[config.mk]
export PLATFORM = sky130hd
export DESIGN_NAME = ffa_ctrl
export DESIGN_NICKNAME = d
export VERILOG_FILES = /design/src/hdl/assert_macros.svh /design/src/hdl/ffa_pkg.sv /design/src/hdl/ffa_ctrl.sv
export SDC_FILE = /design/constraint.sdc
export NUM_CORES = 1
export LEC_CHECK = 0
export BUFFER_PORTS_ARGS = -buffer_cell sky130_fd_sc_hd__buf_2
export CORE_AREA = 2 2 39 41
export CTS_CLUSTER_DIAMETER = 80
export CTS_CLUSTER_SIZE = 12
export DETAILED_ROUTE_END_ITERATION = 6
export DIE_AREA = 0 0 41 43
export GPL_TIMING_DRIVEN = 0
export PLACE_DENSITY = 0.73
export REMOVE_ABC_BUFFERS = 1
export SKIP_LAST_GASP = 1
export SYNTH_ARGS = -nofsm -noshare
export SYNTH_HDL_FRONTEND = slang
export SYNTH_SLANG_ARGS = --single-unit
export TNS_END_PERCENT = 100
[constraint.sdc]
create_clock -name clk_i -period 2.4 [get_ports clk_i]
set_clock_uncertainty 0.15 [all_clocks]
set_input_delay 0 -clock clk_i [delete_from_list [all_inputs] [get_ports clk_i]]
set_output_delay 0 -clock clk_i [all_outputs]
set_load 0.05 [all_outputs]
[src/hdl/assert_macros.svh]
// Concurrent assertion helpers
`ifndef ASSERT_MACROS_SVH
`define ASSERT_MACROS_SVH

`define FFA_ASSERT_CLK(lbl, clk, rstn, prop, msg) \
  lbl: assert property (@(posedge clk) disable iff (!rstn) prop) else $error(msg);

`define FFA_ASSERT(lbl, prop, msg) \
  `FFA_ASSERT_CLK(lbl, clk_i, rst_ni, prop, msg)

`endif

[src/hdl/ffa_pkg.sv]
package ffa_pkg;

  localparam int MAX_REQUESTS = 1024;
  localparam int MAX_SEGMENTS = 1024;
  localparam int ADDR_BITS    = 21;

  localparam int SEG_IW = $clog2(MAX_SEGMENTS);
  localparam int SEG_CW = $clog2(MAX_SEGMENTS + 1);
  localparam int REQ_IW = $clog2(MAX_REQUESTS);
  localparam int REQ_CW = $clog2(MAX_REQUESTS + 1);

  localparam int OP_W      = 2;
  localparam int REQ_NUM_W = 11;
  localparam int STATUS_W  = 2;
  localparam int SEG_W     = 2 * ADDR_BITS;
  localparam int GNT_W     = 2 * ADDR_BITS + 1;

  typedef enum logic [OP_W-1:0] {
    OP_INIT  = 2'd0,
    OP_ALLOC = 2'd1,
    OP_FREE  = 2'd2
  } opcode_e;

  typedef enum logic [STATUS_W-1:0] {
    ST_GRANTED = 2'd0,
    ST_NOFIT   = 2'd1,
    ST_FULL    = 2'd2
  } status_e;

  typedef enum logic [3:0] {
    DP_NOP,
    DP_INIT,
    DP_START,
    DP_SCAN_A,
    DP_ALLOC_FIN,
    DP_SHIFT_DN,
    DP_SHIFT_UP,
    DP_INSERT,
    DP_GRANT,
    DP_SCAN_F,
    DP_MERGE,
    DP_EMIT
  } dp_op_e;

  typedef enum logic [3:0] {
    S_IDLE,
    S_A_SCAN,
    S_A_FIN,
    S_SHIFT_DN,
    S_SHIFT_UP,
    S_INSERT,
    S_F_GRANT,
    S_F_SCAN,
    S_F_MERGE,
    S_RESP
  } ctrl_state_e;

  typedef struct packed {
    dp_op_e op;
  } cmd_t;

  typedef struct packed {
    opcode_e in_op;
    logic    req_full;
    logic    a_hit;
    logic    a_fail;
    logic    split;
    logic    free_ok;
    logic    f_end;
    logic    join_prev;
    logic    join_next;
    logic    seg_full;
    logic    dn_end;
    logic    up_end;
    logic    out_free;
    logic    is_alloc;
  } sts_t;

endpackage

[src/hdl/ffa_ctrl.sv]
module ffa_ctrl import ffa_pkg::*; (
  input  logic clk_i,
  input  logic rst_ni,
  input  logic req_valid_i,
  output logic req_ready_o,
  input  sts_t sts_i,
  output cmd_t cmd_o
);

  ctrl_state_e state_q, state_d;

  always_ff @(posedge clk_i or negedge rst_ni) begin
    if (!rst_ni) begin
      state_q <= S_IDLE;
    end else begin
      state_q <= state_d;
    end
  end

  always_comb begin
    state_d = state_q;
    case (state_q)
      S_IDLE: begin
        if (req_valid_i && (sts_i.in_op == OP_ALLOC || sts_i.in_op == OP_FREE)) begin
          if (sts_i.req_full) begin
            state_d = S_RESP;
          end else if (sts_i.in_op == OP_ALLOC) begin
            state_d = S_A_SCAN;
          end else begin
            state_d = S_F_GRANT;
          end
        end
      end
      S_A_SCAN: begin
        if (sts_i.a_fail) begin
          state_d = S_RESP;
        end else if (sts_i.a_hit) begin
          state_d = S_A_FIN;
        end
      end
      S_A_FIN:    state_d = sts_i.split ? S_RESP : S_SHIFT_DN;
      S_SHIFT_DN: begin
        if (sts_i.dn_end) begin
          state_d = sts_i.is_alloc ? S_RESP : S_IDLE;
        end
      end
      S_SHIFT_UP: begin
        if (sts_i.up_end) begin
          state_d = S_INSERT;
        end
      end
      S_INSERT:   state_d = S_IDLE;
      S_F_GRANT:  state_d = sts_i.free_ok ? S_F_SCAN : S_IDLE;
      S_F_SCAN: begin
        if (sts_i.f_end) begin
          state_d = S_F_MERGE;
        end
      end
      S_F_MERGE: begin
        if (sts_i.join_prev && sts_i.join_next) begin
          state_d = S_SHIFT_DN;
        end else if (sts_i.join_prev || sts_i.join_next) begin
          state_d = S_IDLE;
        end else if (sts_i.seg_full) begin
          state_d = S_RESP;
        end else begin
          state_d = S_SHIFT_UP;
        end
      end
      S_RESP: begin
        if (sts_i.out_free) begin
          state_d = S_IDLE;
        end
      end
      default:    state_d = S_IDLE;
    endcase
  end

  always_comb begin
    req_ready_o = 1'b0;
    cmd_o.op    = DP_NOP;
    case (state_q)
      S_IDLE: begin
        req_ready_o = 1'b1;
        if (req_valid_i) begin
          case (sts_i.in_op)
            OP_INIT:  cmd_o.op = DP_INIT;
            OP_ALLOC: cmd_o.op = DP_START;
            OP_FREE:  cmd_o.op = DP_START;
            default:  cmd_o.op = DP_NOP;
          endcase
        end
      end
      S_A_SCAN:   cmd_o.op = DP_SCAN_A;
      S_A_FIN:    cmd_o.op = DP_ALLOC_FIN;
      S_SHIFT_DN: cmd_o.op = DP_SHIFT_DN;
      S_SHIFT_UP: cmd_o.op = DP_SHIFT_UP;
      S_INSERT:   cmd_o.op = DP_INSERT;
      S_F_GRANT:  cmd_o.op = DP_GRANT;
      S_F_SCAN:   cmd_o.op = DP_SCAN_F;
      S_F_MERGE:  cmd_o.op = DP_MERGE;
      S_RESP:     cmd_o.op = sts_i.out_free ? DP_EMIT : DP_NOP;
      default:    cmd_o.op = DP_NOP;
    endcase
  end

endmodule

======== After elaboration in Yosys (flattened, before gate mapping) ========
Index checks and enable logic that the tools add are counted.
storage, ports and cells
  output and inout port bits .............. 5
  bits of input ports ..................... 18
  register bits ........................... 4
cells by class
  equal/unequal tests ..................... 17
  multiplexer cells ....................... 21
  reduce and logical (&&, ||, !) cells .... 8
operators by type and width
  cell                  number
  $mux W4               14
  $pmux W4 S10          1
  $pmux W4 S9           1
  $eq A4 B3 Y1 const B  4
  $ne A2 B2 Y1 const B  5
  $eq A4 B2 Y1 const B  2
  $eq A4 B4 Y1 const B  2
  $mux W3               2
  $reduce_and A6 Y1     1
  $eq A4 B1 Y1 const B  1
  $logic_not A4 Y1      1
  $pmux W2 S2           1
  $ne A3 B3 Y1 const B  1
  $eq A2 B1 Y1 const B  1
  $eq A2 B2 Y1 const B  1
  $logic_and A1 B1 Y1   2
  $logic_not A2 Y1      1
  $logic_or A1 B1 Y1    2
  $mux W2               1
  $reduce_or A2 Y1      1
  $mux W1               1

======== Longest topological paths before layout ========
  depth in word-level cells ............... 5
  mapped depth ............................ 6

======== Worst setup path before layout ========
No wires, ideal clock.
  kind .................................... register -> output
  start point ............................. register state_q[2]
  end point ............................... output port req_ready_o
  arrival ................................. 2.201 ns
  required time ........................... 2.250 ns
  cell stages (with the launch flop) ...... 4
  setup slack ............................. 0.049 ns
  path through ............................ dfrtp_1 -> buf_6 -> buf_2 -> nor4_1
on the way
  word-level cells in the longest chain between the ends .. 2
ends and longest elaborated chain
  what                    RTL line        RTL
  from (decl)             ffa_ctrl.sv:10  ctrl_state_e state_q, state_d;
  from (signal assigned)  ffa_ctrl.sv:16  state_q <= state_d;
  $logic_not A4 Y1        ffa_ctrl.sv:82  case (state_q)
  $mux W1                 ffa_ctrl.sv:82
  to (decl)               ffa_ctrl.sv:5   output logic req_ready_o,
No other way between the ends.

======== Worst setup path after layout ========
  start point ............................. register state_q[0]
  end point ............................... register state_q[1]
on the way
  word-level cells in the longest chain between the ends .. 3
  elaborated cells between the ends (all ways) .. 17
  classes of those cells .................. 14 x eq/ne; 1 x mux; 2 x reduce/logical
ends and longest elaborated chain
  what                                                                  RTL line        RTL
  $eq A4 B1 Y1 (tied with other cells)                                  ffa_ctrl.sv:22  case (state_q)
  $ne A3 B3 Y1 (no source line) / $ne A2 B2 Y1 (equally long branches)  --
  $reduce_and A6 Y1 (no source line)                                    --
Parallel ways exist; a longest one is shown, timed or not.
A chain may end at the register's enable or synchronous reset.

==> results.py <==
metrics = {
    "run_status": {
        "status": "complete, no violations",
    },
    "critical_path": {
        "worstPathCellList": "or3_1 -> a2111oi_2 -> a311oi_1 -> o31ai_2",
        "cp_num_buf_inv": 0,
        "r2r_setup_slack_ns": 0.47,
        "path_class": "reg -> reg",
        "max_stage_delay_ns": 0.55,
        "cp.arrival_ns": 1.92,
        "crit_family": "compound AO/OA/AOI/OAI gates",
        "critPathMaxFanout": 16,
        "worst_path_max_delay_cell": "dfrtp_1",
        "required_ns": 2.40,
        "startpoint_type": "register",
        "end_kind": "register",
    },
    "synth": {
        "synth_ff_type": "dfrtp_1",
        "synth_area_leaders": "dfrtp_1 (17%), mux2i_1 (5.2%), ha_1 (4.3%)",
        "synth_compound_area_share_pct": 27.8,
        "synth_top_area_share_pct": 17.4,
        "netlist_area_um2": 577,
        "synth_fa_ha_area_share_pct": 4.34,
        "synth_edf_count": 0,
        "syn_inst": 74,
        "ys_ff_latch": 4,
        "ys_seq_area_share_pct": 17.4,
        "async_flop_share_pct": 100,
        "syn_area_per_cell_um2": 7.79,
        "synthSimpleGateAreaFrac_pct": 33.8,
        "ys.warnings.count": 0,
        "synth_top_family_by_area": "simple AND/OR/NAND/NOR gates",
        "synth.distinct_cells": 38,
        "post_synth_mux_area_share_pct": 7.16,
        "synth_top_cell_by_area": "dfrtp_1",
        "synth_xor_area_share_pct": 1.52,
    },
    "timing": {
        "max-slew-margin-rel_pct": 56.6,
        "setup_violations": 0,
        "rsz0062_at_grt": "no",
        "tns_ns": 0,
        "slew_violations": 0,
        "fmax_mhz": 519,
        "period_needed_ns": 1.93,
        "tightest_slew_ns": 0.650,
        "finalHoldViolations": 0,
        "post-route-period-util_pct": 80.3,
    },
    "grt": {
        "overflow": 0,
        "grt_use_total_pct": 17.4,
        "grt_antenna_before_repair": 0,
        "grt_pass1_vias": 550,
        "grt_first_pass_wirelength_mm": 2.19,
        "grt_max_degree": 21,
    },
    "layout": {
        "reg_top3": "state_q (4)",
        "register_area_um2": 100,
        "regMostFlops": "state_q",
        "antenna_cells": 0,
        "final_common_cell": "buf_2",
        "fin_nets": 118,
        "final_layout_size_suffix_gt1_share_pct": 31.3,
        "final_cell_mix": "buf_2 (22), nor2_1 (5), nand2_1 (5)",
        "final_cells": 112,
        "syn_to_final_growth_pct": 25.6,
        "multi_input_area_um2": 430,
        "largest_reg_flops": 4,
        "fillCellCount": 146,
    },
    "cts": {
        "cts.sinks": 4,
        "cts_made_buffers": 3,
        "clk_pin_slew_ns": 0.04,
        "clock-root-buffer": "clkbuf_4",
        "cts_buffer_depth": 2,
        "ctsHtreeMaxLevel": 1,
        "cts_tree": "built",
        "clock_latency_ns": 0.24,
        "post_cts_buffers": 0,
    },
    "placement": {
        "gp_congestion": 0.692,
        "io_buffers": 22,
        "dpl.hpwl_um": 985,
        "numPlacedInstances": 106,
    },
    "detailed_routing": {
        "vias_per_cell": 5.54,
        "drt_wl_total_mm": 1.31,
        "drcViolationCount": 0,
        "drt-wirelength-per-cell_um": 11.7,
        "detail-route-antenna-nets": 0,
        "vias": 620,
        "drt_pre_antenna_iters": 4,
        "drt_iter0_drc": 11,
    },
    "worst_hold_path": {
        "hold_class": "in -> reg",
    },
    "floorplanning": {
        "core_area_um2": 1380,
        "rows": 14,
        "die_h_um": 43,
        "dieWidth_um": 41,
        "io_pins": 23,
        "dieArea_um2": 1760,
        "start_util_pct": 41.7,
    },
    "pwr": {
        "p_per_area_nw_per_um2": 1180,
        "p_total_mw": 0.851,
        "max-vdd-ir-drop_mv": 0.434,
        "cellLeakagePower_nw": 0.322,
    },
    "run": {
        "cap_viol_max_count": 0,
    },
}
-- metrics by stage --
| step | hold slack (ns) | setup WS, ns | area, um^2 | util (%) |
|---|---|---|---|---|
| 6_report | 0.0112 | 0.474 | 724 | 52.4 |
| 5_1_grt | 0.0392 | 0.326 | 724 | 52.4 |
| 4_1_cts | 0.0133 | 0.478 | 724 | 52.4 |
| 3_5_place_dp | -0.343 | 0.490 | 672 | 48.6 |
| 3_3_place_gp | -0.346 | 0.500 | 672 | 48.6 |
| 2_1_floorplan | -0.446 | 0.109 | 542 | - |
-- worst paths after layout --
| kind | start | to | cells past startpoint |
|---|---|---|---|
| setup reg to reg | state_q[0] | state_q[1] | 4 |
| hold / removal | sts_i[3] | state_q[1] | 4 |
| setup / recovery | state_q[0] | state_q[1] | 4 |
| min in group asynchronous | rst_ni | state_q[3] | 3 |
| max in group asynchronous | rst_ni | state_q[2] | 3 |
| hold reg to reg | state_q[2] | state_q[2] | 2 |
-- timing repair --
action,in CTS,in global routing
endpoints found under the setup margin,0,0
hold buffers,3,0
resized for setup,0,0
hold endpoints to repair,5,0
-- logic make-up after synthesis --
family / count (synthesis)
AOI/OAI and AO/OA: 21
xor gates and xnor gates: 1
adders and majority gates: 2
buffers and inverters: 9
DFF: 4
muxes: 4
and+or+nand+nor: 33
-- per-layer routing --
metal | wire length (um) | share of wire [%] | global-route usage (%) | vias to the layer above
met5 | 0 | 0 | 0 | -
met4 | 0 | 0 | 6.00 | 0
met2 | 595 | 45 | 26.3 | 15
met1 | 658 | 50 | 24.0 | 281
met3 | 58 | 4.4 | 3.14 | 0
li1 | - | - | - | 324
-- layout make-up --
type	instances	area share, %
clock buffer	3	3.11
inverter	3	1.55
timing repair buffer	25	19.3
sequential	4	13.8
tap	16	2.76
multi-input combinational	61	59.4
-- synthesized netlist by cell type, types with 2 or more instances --
library cell  number
and3_1             2
buf_2              4
dfrtp_1            4
ha_1               2
inv_1              3
mux2i_1            3
nand2_1            5
nand2b_1           3
nand3_1            4
nor2_1             5
nor2b_1            3
nor3_1             3
o211ai_1           2
o21a_1             2
o21ai_0            4
o31ai_1            3
-- worst reg2reg max path: cells and delay by family (launching register included) --
family | cells | cell delay (ns)
flip-flops | 1 | 0.55
AO/OA/AOI/OAI | 3 | 0.68
AND/OR/NAND/NOR | 1 | 0.46
-- where the power goes --
part | switching, mW | internal [mW]
Combinational | 0.345 | 0.214
Clock | 0.0281 | 0.0560
Sequential | 0.116 | 0.0920
No activity file was read; power rests on OpenSTA's default activity.
